## src/hdl/sst_pkg.sv

```systemverilog
// ----------------------------------------------------------------------------
// sst_pkg: shared types and constants of the sorted set table
// Key type, operation codes, control state and the per-cell control bundle.
// ----------------------------------------------------------------------------
package sst_pkg;

	// key width and default capacity
	localparam int KEY_W           = 32;
	localparam int DEF_MAX_ENTRIES = 256;
	localparam int KIND_W          = 2;
	localparam int COUNT_OUT_W     = 9;
	localparam int IN_DATA_W       = 40;
	localparam int OUT_DATA_W      = 16;

	typedef logic signed [KEY_W-1:0] key_t;

	// operation codes carried in the kind field
	typedef enum logic [KIND_W-1:0] {
		KIND_INSERT = 2'd0,
		KIND_REMOVE = 2'd1,
		KIND_TEST   = 2'd2
	} kind_t;

	// control state
	typedef enum logic {
		ST_IDLE  = 1'b0,
		ST_APPLY = 1'b1
	} state_t;

	// control broadcast to every cell
	typedef struct packed {
		logic cmp; // latch compare flags against the incoming key
		logic ins; // open a gap at the insert position and write the key
		logic rem; // close the gap at the matching position
	} cell_ctl_t;

endpackage

```

## src/hdl/sst_cell.sv

```systemverilog
// ----------------------------------------------------------------------------
// sst_cell: one slot of the sorted key chain
// Holds one key, compares it with the incoming key and shifts to or from
// its neighbours when a key is inserted or removed.
// ----------------------------------------------------------------------------
module sst_cell (
	input  logic              clk,
	input  logic              arst_n,
	input  sst_pkg::cell_ctl_t ctl,
	input  sst_pkg::key_t     cmp_key,   // key of the incoming transaction
	input  sst_pkg::key_t     new_key,   // registered key for the update
	input  logic              valid,     // slot lies below the entry count
	input  sst_pkg::key_t     left_key,
	input  logic              left_lt,   // left neighbour holds a smaller key
	input  sst_pkg::key_t     right_key,
	output sst_pkg::key_t     key_q,
	output logic              lt_q,
	output logic              eq_q
);
	import sst_pkg::*;

	logic at_pos;
	logic above;

	// position of this slot relative to the first key not below the new one
	assign at_pos = left_lt && !lt_q;
	assign above  = !left_lt;

	// compare flags
	always_ff @(posedge clk or negedge arst_n) begin
		if (!arst_n) begin
			lt_q <= 1'b0;
			eq_q <= 1'b0;
		end else if (ctl.cmp) begin
			lt_q <= valid && (key_q < cmp_key);
			eq_q <= valid && (key_q == cmp_key);
		end
	end

	// key shift and write
	always_ff @(posedge clk) begin
		if (ctl.ins) begin
			if (at_pos) begin
				key_q <= new_key;
			end else if (above) begin
				key_q <= left_key;
			end
		end else if (ctl.rem) begin
			if (at_pos || above) begin
				key_q <= right_key;
			end
		end
	end

endmodule

```

## config.mk

```make
export PLATFORM = sky130hd
export DESIGN_NAME = sst_cell
export DESIGN_NICKNAME = d
export VERILOG_FILES = /design/src/hdl/sst_pkg.sv /design/src/hdl/sst_cell.sv
export SDC_FILE = /design/constraint.sdc
export NUM_CORES = 1
export LEC_CHECK = 0
export BUFFER_PORTS_ARGS = -buffer_cell sky130_fd_sc_hd__buf_2
export CAP_MARGIN = 20
export CORE_MARGIN = 8
export CORE_UTILIZATION = 41
export DETAILED_ROUTE_END_ITERATION = 10
export HOLD_SLACK_MARGIN = 0.1
export PLACE_DENSITY = 0.87
export SYNTH_ARGS = -nofsm -noshare
export SYNTH_HDL_FRONTEND = slang
export SYNTH_SLANG_ARGS = --single-unit
```

## constraint.sdc

```tcl
create_clock -name clk -period 2.9 [get_ports clk]
set_clock_uncertainty 0.15 [all_clocks]
set_input_delay 0.29 -clock clk [delete_from_list [all_inputs] [get_ports clk]]
set_output_delay 0.29 -clock clk [all_outputs]
set_load 0.01 [all_outputs]
```

Word-level counts from Yosys, hierarchy flattened
Cells that the tools add are included.

storage, ports and cells
  register bits after elaboration = 34
  output and inout port bits = 34
  logic and storage cells = 20
  bits of input ports = 135

cells by class
  reductions and logical operators = 9
  muxes and demuxes = 5
  order comparisons = 1
  eq/ne operators = 2

operators with widths
  operator            number
  $mux 32             5
  $eq 32x32->1        1
  $lt 32x32->1        1
  $reduce_bool 2->1   2
  $logic_and 1x1->1   3
  $ne 3x2->1 const B  1
  $reduce_and 3->1    1
  $logic_not 1->1     2
  $logic_or 1x1->1    1

Depth between registers and ports, before layout
  depth in word-level cells = 6
  gate-level depth with buffers = 7
  mapped depth without buffers = 7

Least setup slack after synthesis
Ideal clock, no wire load.

  path kind = input to register
  start point = input port ctl[1] (netlist bit)
  end point = register key_q[0], enable pin
  stages = 3
  path slack = 0.109 ns
  library setup time = 0.432 ns
  data required time = 2.318 ns
  arrival = 2.209 ns
  cell sequence = clkbuf_1 nor2_1 a21oi_1

on the way
  cells in the longest elaborated chain, start to end = 2
  elaborated cells on any way between the ends = 4

ends and longest elaborated chain
  item                                                              RTL line        source
  start, declared                                                   sst_cell.sv:9   input sst_pkg::cell_ctl_t ctl,
  $ne 3x2->1 (no source line) or $reduce_bool 2->1 (tied branches)  --
  $reduce_and 3->1 (no source line) *                               --
  end signal, assigned                                              sst_cell.sv:44  key_q <= new_key;
  end signal, assigned                                              sst_cell.sv:46  key_q <= left_key;
  end signal, assigned                                              sst_cell.sv:50  key_q <= right_key;
  end, declared                                                     sst_cell.sv:16  output sst_pkg::key_t key_q,

Mark *: on every way between the ends. The rest lies on a longest branch, timed or not.
A chain may end at the register's enable or synchronous reset.

Worst setup path after layout
  start point = register lt_q
  end point = register key_q[24] (data pin)

on the way
  cells in the longest elaborated chain, start to end = 4

ends and longest elaborated chain
  item                    RTL line        source
  start, declared         sst_cell.sv:17  output logic lt_q,
  start signal, assigned  sst_cell.sv:35  lt_q <= valid && (key_q < cmp_key);
  $logic_not 1->1         sst_cell.sv:26  assign at_pos = left_lt && !lt_q;
  $logic_and 1x1->1       sst_cell.sv:26
  $mux 32                 sst_cell.sv:43  if (at_pos) begin
  $mux 32                 sst_cell.sv:42  if (ctl.ins) begin

Every way passes these cells.

==> key figures <==
STA
  – Worst setup margin: 0.918 ns
  – Period utilization: 68.3%
  – Worst-margin pin slew: 0.594 ns
  – Final setup viols: 0
  – Slew Viols, Final: 0
  – Minimum clock period: 1.98 ns
  – RSZ-0062 raised after global routing: false
  – Final-report hold violation count: 0
  – Fmax: 0.505 GHz
  – Sum Neg Setup Slack: 0 ns
  – Slew HR: 60.3%

Detailed routing
  – Drt drc: 0
  – DR iter-0 viols: 54
  – Vias per inst: 4.89
  – Final WL: 7930 um
  – First-pass DRT Iterations: 4
  – Drt wl/cell: 15.4 um
  – ANT nets after route: 0
  – Routed via count: 2523

Power and ir drop
  – Final Total Pwr: 0.00150 W
  – P_leak: 1.87 nW
  – Pwr dens: 419 nW/um^2
  – Max IR drop VDD: 0.000223 V

Synth
  – Yosys warns: 0
  – EDFF count, synth: 32
  – Syn_area_per_cell: 9.39 sq um
  – Asr flop ratio synth: 5.88%
  – Synth Cell Area: 2540 sq um
  – Largest area contributor in the netlist: edfxtp_1
  – Yosys top cell area share: 37.8%
  – Netlist cell types: 30
  – Post-synth top cells: a21oi_1 (47), nor2_1 (35), inv_1 (34)
  – Mapped Cells: 271
  – Synth Register Bits: 34
  – Post-Syn Nets: 438
  – Synth top area cells: edfxtp_1 (38%), ha_1 (16%), mux2i_1 (13%), a21oi_1 (9.2%), nor2_1 (5.2%)
  – Ys flop type: edfxtp_1
  – Seq/Total Area, Yosys: 39.7%
  – Top-count cell post-synth: a21oi_1

Worst setup path
  – Required @ worst endpoint: 2.76 ns
  – Critical path's largest stage delay: 0.50 ns
  – Worst Path Max Fanout: 20
  – Crit path buf inv count: 1
  – Worst setup EP type: flop
  – CP Class: flop to flop
  – Critical path's top delay family: simple AND/OR/NAND/NOR gates
  – CP arrival: 1.85 ns
  – CP Cell Sequence: nor2b_4 -> buf_12 -> mux2i_1 -> a21oi_1
  – Startpoint type of the worst setup path: flop
  – Slowest CP cell: nor2b_4

Cells and area
  – Area Growth Syn to Fin: 41.2%
  – Area of the multi-input gates: 1370 sq um
  – Fillers: 543
  – Total Nets Final: 607
  – Fraction of layout cells with a size suffix above 1: 41.5%
  – ANT cells: 0
  – Sequential cell area: 1010 sq um

Placed design
  – Hpwl dp: 6840 um
  – Worst slack at placement: 0.912 ns
  – Port buffer count: 168
  – GPL Wtd Cong: 0.825

Clocking
  – Max Root-Sink Buffers: 2
  – Clock root cell: clkbuf_8
  – Post-cts gate resize count: 0
  – CTS tree: yes
  – Clock sink count: 34
  – Clock latency on the worst-skew pair: 0.28 ns
  – CTS clock-pin slew for the worst setup and hold paths: 0.07 ns
  – TritonCTS Buffers: 5
  – H-tree Lvls: 2

Die
  – Core footprint: 5960 sq um
  – Die Y: 94.8 um
  – Row cnt: 28
  – Die X: 94.8 um
  – Full die area: 8980 sq um
  – Boundary pin count: 169
  – Starting Density: 42.7%

Global routing
  – Grt ovf: 0
  – Initial antenna violation count: 0
  – Vias in the first global route: 2716
  – Largest net degree at the start of global routing: 65
  – First-pass GRT wire length: 12100 um
  – GRT Overall Usage: 16.9%

Flow run
  – Max-Cap Viols: 0

Worst hold path
  – HP Class: primary input to flop

Outcome
  – Outcome: completed
flip-flops by register name (all words and copies together) (netlist names):
signal  count
eq_q        1
key_q      32
lt_q        1
report_power, final:
part / leakage (nW) / switching, W / internal [W]
combinational: 1.49 / 0.000275 / 0.000250
clock: 0.0407 / 0.000165 / 0.000160
sequential: 0.343 / 0.0000371 / 0.000618
total: 1.87 / 0.000476 / 0.00103
worst min-delay path, cell delays in order:
cell,delay (ns)
buf_2,0.07
nor2_1,0.03
a21oi_1,0.10
routing by layer:
| metal | track usage, % | wire (um) | up-vias |
|---|---|---|---|
| met2 | 32.5 | 4390 | 89 |
| met3 | 2.94 | 457 | 17 |
| met4 | 6.37 | 202 | 0 |
| met5 | 0 | 0 | - |
| met1 | 17.7 | 2880 | 1124 |
| li1 | - | - | 1293 |
kinds of logic after synthesis:
family / after synthesis / synth area share (%)
AOI/OAI and AO/OA: 62 / 12.8
muxes: 32 / 12.6
and+or+nand+nor: 66 / 12.0
adders and majority gates: 32 / 15.7
DFF: 34 / 39.7
buffers and inverters: 45 / 7.13
stage by stage:
step	utilization (%)	cells	cell area [sq um]	hold slack, ns
floorplan	-	271	2540	-0.156
global placement	58.6	506	3490	-0.0693
detailed placement	58.6	506	3490	-0.0627
CTS	60.3	516	3590	0.167
global route	60.3	516	3590	0.170
finish	60.3	516	3590	0.173
layout by cell type, fill, tap and decap left out, drive strengths merged:
cell type    count
buf            171
a21oi           47
nor2            36
inv             34
mux2i           32
ha              32
edfxtp          32
nand2           13
o21ai            7
nand3            6
clkbuf           5
nand2b           3
a31oi            3
clkinv           3
nor3             3
o211ai           2
dfrtp            2
dlygate4sd3      2
nand4            2
nor2b            1
a21o             1
nor4             1
nor3b            1
a211o            1
o22ai            1
timing repair:
item | 4_1_cts | 5_1_grt
hold buffers | 2 | 0
hold endpoints to repair | 3 | 0
buffers inserted | 0 | 0
final timing paths:
kind                              to  slack (ns)  depth (start not counted)           from
setup reg to reg           key_q[24]        0.92                          4           lt_q
hold reg to reg                 eq_q        0.39                          2           eq_q
max in group asynchronous       lt_q        2.32                          2         arst_n
setup / recovery           key_q[24]        0.92                          4           lt_q
hold / removal             key_q[23]        0.17                          3  right_key[23]
min in group asynchronous       eq_q        0.18                          2         arst_n
layout make-up:
class	instances	share of cell area [%]
multi-input cells	192	38.2
repair buffers	173	25.3
inverters	34	3.55
well taps	75	2.61
flip-flops and latches	34	28.1
clock buffers	5	1.92
clock inverters	3	0.313
No activity file was read; power rests on OpenSTA's default activity.
